--- src/rtl/core/qte_pkg.sv ---
// Package for the quaternion to Euler angle block.
// Holds fixed-point widths, CORDIC constants and the angle output rounding.
// No dependencies.
`default_nettype none
package qte_pkg;
  localparam int LOAD_W = 18;
  localparam int PROD_W = 36;
  localparam int RW = 39;
  localparam int CW = 41;
  localparam int AW = 34;
  localparam int ROLL_W = 16;
  localparam int PITCH_W = 15;
  localparam int LO_W = 21;
  localparam int GAIN_W = 24;
  localparam logic [GAIN_W-1:0] INV_GAIN_Q24 = 24'd10188013;
  localparam logic signed [AW-1:0] HALF_PI_Q30 = 34'sd1686629713;
  localparam logic signed [AW-1:0] PI_Q13_MAX = 34'sd25736;
  localparam logic signed [AW-1:0] HALF_PI_Q13_MAX = 34'sd12868;

  function automatic logic signed [AW-1:0] atan_q30(input int i);
    logic signed [AW-1:0] r;
    case (i)
      0: r = 34'sd843314857;
      1: r = 34'sd497837829;
      2: r = 34'sd263043837;
      3: r = 34'sd133525159;
      4: r = 34'sd67021687;
      5: r = 34'sd33543516;
      6: r = 34'sd16775851;
      7: r = 34'sd8388437;
      8: r = 34'sd4194283;
      9: r = 34'sd2097149;
      default: r = (i < 31) ? (34'sd1 <<< (30 - i)) : 34'sd0;
    endcase
    return r;
  endfunction

  function automatic logic signed [ROLL_W-1:0] to_q13(input logic signed [AW-1:0] z,
                                                      input logic signed [AW-1:0] lim);
    logic signed [AW-1:0] t;
    t = (z + 34'sd65536) >>> 17;
    if (t > lim) t = lim;
    if (t < -lim) t = -lim;
    return t[ROLL_W-1:0];
  endfunction
endpackage
`default_nettype wire

--- src/rtl/core/qte_gain.sv ---
// Removes the CORDIC gain from the magnitude: two partial products, then
// their sum shifted down by 24. Two register stages. Depends on qte_pkg.
`default_nettype none
module qte_gain (
  input  wire logic clk,
  input  wire logic rst,
  input  wire logic en,
  input  wire logic in_valid,
  input  wire logic signed [qte_pkg::CW-1:0] mag,
  output logic out_valid,
  output logic signed [qte_pkg::CW-1:0] hyp
);
  import qte_pkg::*;

  localparam int PL_W = LO_W + GAIN_W;
  localparam int PH_W = CW - LO_W + GAIN_W + 1;
  localparam int SUM_W = CW + GAIN_W + 1;

  logic [PL_W-1:0] p_lo;
  logic signed [PH_W-1:0] p_hi;
  logic signed [SUM_W-1:0] sum;
  logic valid_1;

  assign sum = (SUM_W'(p_hi) <<< LO_W) + SUM_W'($signed({1'b0, p_lo}));

  always_ff @(posedge clk) begin
    if (en) begin
      p_lo <= PL_W'(mag[LO_W-1:0]) * PL_W'(INV_GAIN_Q24);
      p_hi <= PH_W'($signed(mag[CW-1:LO_W])) * $signed(PH_W'(INV_GAIN_Q24));
      hyp <= sum[GAIN_W +: CW];
    end
  end

  always_ff @(posedge clk) begin
    if (rst) begin
      valid_1 <= 1'b0;
      out_valid <= 1'b0;
    end else if (en) begin
      valid_1 <= in_valid;
      out_valid <= valid_1;
    end
  end
endmodule
`default_nettype wire

--- config.mk ---
export PLATFORM = sky130hd
export DESIGN_NAME = qte_gain
export DESIGN_NICKNAME = d
export VERILOG_FILES = /design/src/rtl/core/qte_pkg.sv /design/src/rtl/core/qte_gain.sv
export SDC_FILE = /design/constraint.sdc
export NUM_CORES = 1
export LEC_CHECK = 0
export BUFFER_PORTS_ARGS = -buffer_cell sky130_fd_sc_hd__buf_2
export CAP_MARGIN = 15
export CORE_MARGIN = 3
export CORE_UTILIZATION = 50
export CTS_CLUSTER_SIZE = 14
export DETAILED_ROUTE_END_ITERATION = 16
export PLACE_DENSITY = 0.8
export REMOVE_ABC_BUFFERS = 1
export SYNTH_ARGS = -nofsm -noshare
export SYNTH_HDL_FRONTEND = slang
export SYNTH_SLANG_ARGS = --single-unit
--- constraint.sdc ---
create_clock -name clk -period 6.5 [get_ports clk]
set_clock_uncertainty 0.15 [all_clocks]
set_input_delay 0.325 -clock clk [delete_from_list [all_inputs] [get_ports clk]]
set_output_delay 0.325 -clock clk [all_outputs]
set_load 0.02 [all_outputs]
==> results.cfg <==
[status]
status = completed

[clock_tree]
cts.htree.levels = 3
path_clk_slew_ps = 80
clk_root_buffer_cell = clkbuf_16
clk_path_buf_depth = 2
clock_latency_ps = 360
cts_made_buffers = 9
clkSinkCount = 111
cts_tree = yes

[global_route]
track_usage_pct = 24.2
grt_max_degree = 78
grt_overflow = 0
grt_pass1_vias = 17300
grt_pass1_wl_um = 90000
antenna_found_initial = 0

[synth]
ys_ff_latch = 111
synth_area_leaders = fa_1 37%, ha_1 23%, edfxtp_1 15%, inv_1 9.6%, xnor2_1 3.0%
synth_edf_count = 109
ys_seq_area_share_pct = 14.8
synthesis.area_per_instance_um2 = 10.9
yosys_warnings = 0
synthFlopType = edfxtp_1
async_reset_ff_share_pct = 0
synth_cell_types = 67
yosysTopAreaCell = fa_1
syn_area_um2 = 22500
netlist.area_leader.share_pct = 37.0
netlist_instances = 2068

[place]
place_congestion = 1.01
io_buffers = 86
dpl.hpwl_um = 49800

[setup_path]
ff2ff_path_depth = 10
path_class = input port to flop
r2r-end = hyp[40]$_DFFE_PP_
crit_required_ps = 6460
endpoint_kind = flop
startpoint = mag[29]
cp-start-kind = input port
critPathArrivalTime_ps = 6370
worstPathMaxFanout = 6
r2r_setup_slack_ps = 3090
timing.rr.start = p_lo[26]$_DFFE_PP_

[die]
ioPinCount = 87
core-area_um2 = 44300
rows = 77
start_util_pct = 50.7
die_area_um2 = 47500
die_w_um = 218
fp.dieH_um = 218

[routing]
wl_per_cell_um = 18.5
viasPerCell = 5.20
maxUsedRoutingLayer = met4
wl_met2_um = 28100
drt_pre_antenna_iters = 5
wirelength_um = 54900
ant_nets = 0
wl_met3_um = 2130
drt_iter0_drc = 874
drc = 0
vias = 15400
wl_met1_um = 22700

[worst_hold_path]
min_from = in_valid
holdPathStages = 3
min_to = valid_1$_SDFFE_PP0P_
min_path_type = input port to flop

[cells_and_area]
final_common_cell = inv_1
syn2layout_area_growth_pct = 13.8
fin_nets = 3241
utilization_pct = 57.7
antenna_cells = 0
final_cell_mix = 572 x inv_1, 414 x ha_1, 413 x fa_1, 208 x buf_4, 109 x edfxtp_1
layout-drive-gt1-share_pct = 14.5

[timing]
tightest_slew_ps = 960
min_period_ps = 6410
setup_viol = 0
drv_slew = 0
fin_crit_sh_pct = 98.6
fmax_mhz = 156
finalHoldViolCount = 0
relSlewSlack_pct = 36.0

[run]
maxCapViolations = 0
==> stage by stage <==
step | instance area, µm² | setup TNS (ps) | std cells | worst slack, ps | hold slack, ps
2_1_floorplan | 22400 | 0 | 2058 | 138 | 247
3_3_place_gp | 25200 | -2450 | 2944 | -261 | 318
3_5_place_dp | 25200 | -4130 | 2944 | -383 | 327
4_1_cts | 25500 | 0 | 2961 | 40.5 | 76.1
5_1_grt | 25600 | -117 | 2961 | -48.3 | 96.9
6_report | 25600 | 0 | 2961 | 92.2 | 83.4
==> synth_stat cells (2+ instances only) <==
cell type	n
a41oi_1	3
nor2b_1	9
nand4_1	23
dfxtp_1	2
or2_2	2
o221ai_1	3
o21a_1	10
edfxtp_1	109
nor2_1	50
clkbuf_1	5
buf_2	4
o21ai_1	8
mux2i_1	2
o21ai_0	30
nor3b_1	2
xnor2_1	77
o22ai_1	2
a221oi_1	3
nand3_1	29
a31oi_1	4
o21bai_1	9
inv_1	575
and4_1	2
o31ai_1	3
nor3_1	8
or4_1	2
a211oi_1	5
a21oi_1	90
o31a_1	2
o21ai_2	2
nand2b_1	7
a2111o_1	2
ha_1	417
o41ai_1	2
and3_1	8
a21oi_2	2
fa_1	415
nor4_1	3
a21o_1	29
xor2_1	24
and2_1	6
nand3b_1	2
nand2_1	52
==> worst max-delay path, stage by stage <==
cell      delay (ps)
buf_2            120
fa_1             550
inv_1             60
fa_1             500
inv_1             60
fa_1             500
inv_1             60
fa_1             530
inv_1             50
fa_1             470
inv_1             50
fa_1             500
fa_1             520
inv_1             60
ha_4             290
nand4_1          100
o221ai_1         260
inv_1            110
a211oi_2         290
o41ai_1          130
buf_4            170
a311o_1          360
nand3b_1          90
a21oi_1           80
xnor2_1          140
==> metal layers <==
metal	track usage, %	vias up
met5	0	-
met4	7.59	0
met3	2.40	105
met2	43.1	376
met1	31.1	7742
li1	-	7178
==> sequential cells by signal (all words and copies together), names as in the netlist <==
register,count
hyp,41
out_valid,1
p_hi,44
p_lo,24
valid_1,1
==> logic make-up after synthesis <==
| logic type | synth area share (%) |
|---|---|
| muxes | 0.0891 |
| adders and majority gates | 60.2 |
| xor gates and xnor gates | 3.94 |
| DFF | 14.8 |
| AOI/OAI and AO/OA | 6.57 |
| and+or+nand+nor | 4.63 |
| buffers and inverters | 9.80 |
==> area by class of cell <==
cell class              instances  area [µm²]
multi-input cells            1372       17000
well taps                     592         741
inverters                     575        2160
repair buffers                295        2010
flip-flops and latches        111        3310
fillers                      3688       18800
clock inverters                 7        72.6
clock buffers                   9         225
==> timing repair <==
action | in CTS | in global routing
buffers inserted | 0 | 0
hold buffers | 1 | 0
resized for setup | 2 | 20
pin swaps | 1 | 16
endpoints found under the hold margin | 2 | 0
endpoints found under the setup margin | 2 | 18
==> worst max-delay path by stage <==
stage          slack, ps            endpoint
6_report              90  p_hi[42]$_DFFE_PP_
5_1_grt              -50  p_hi[42]$_DFFE_PP_
4_1_cts               40  p_lo[43]$_DFFE_PP_
3_5_place_dp        -380  p_lo[43]$_DFFE_PP_
3_3_place_gp        -260  p_lo[42]$_DFFE_PP_
2_1_floorplan        140  p_hi[43]$_DFFE_PP_
Power is not shown: default switching activity piles up to over one toggle a cycle in this logic, so the estimate is an artifact.
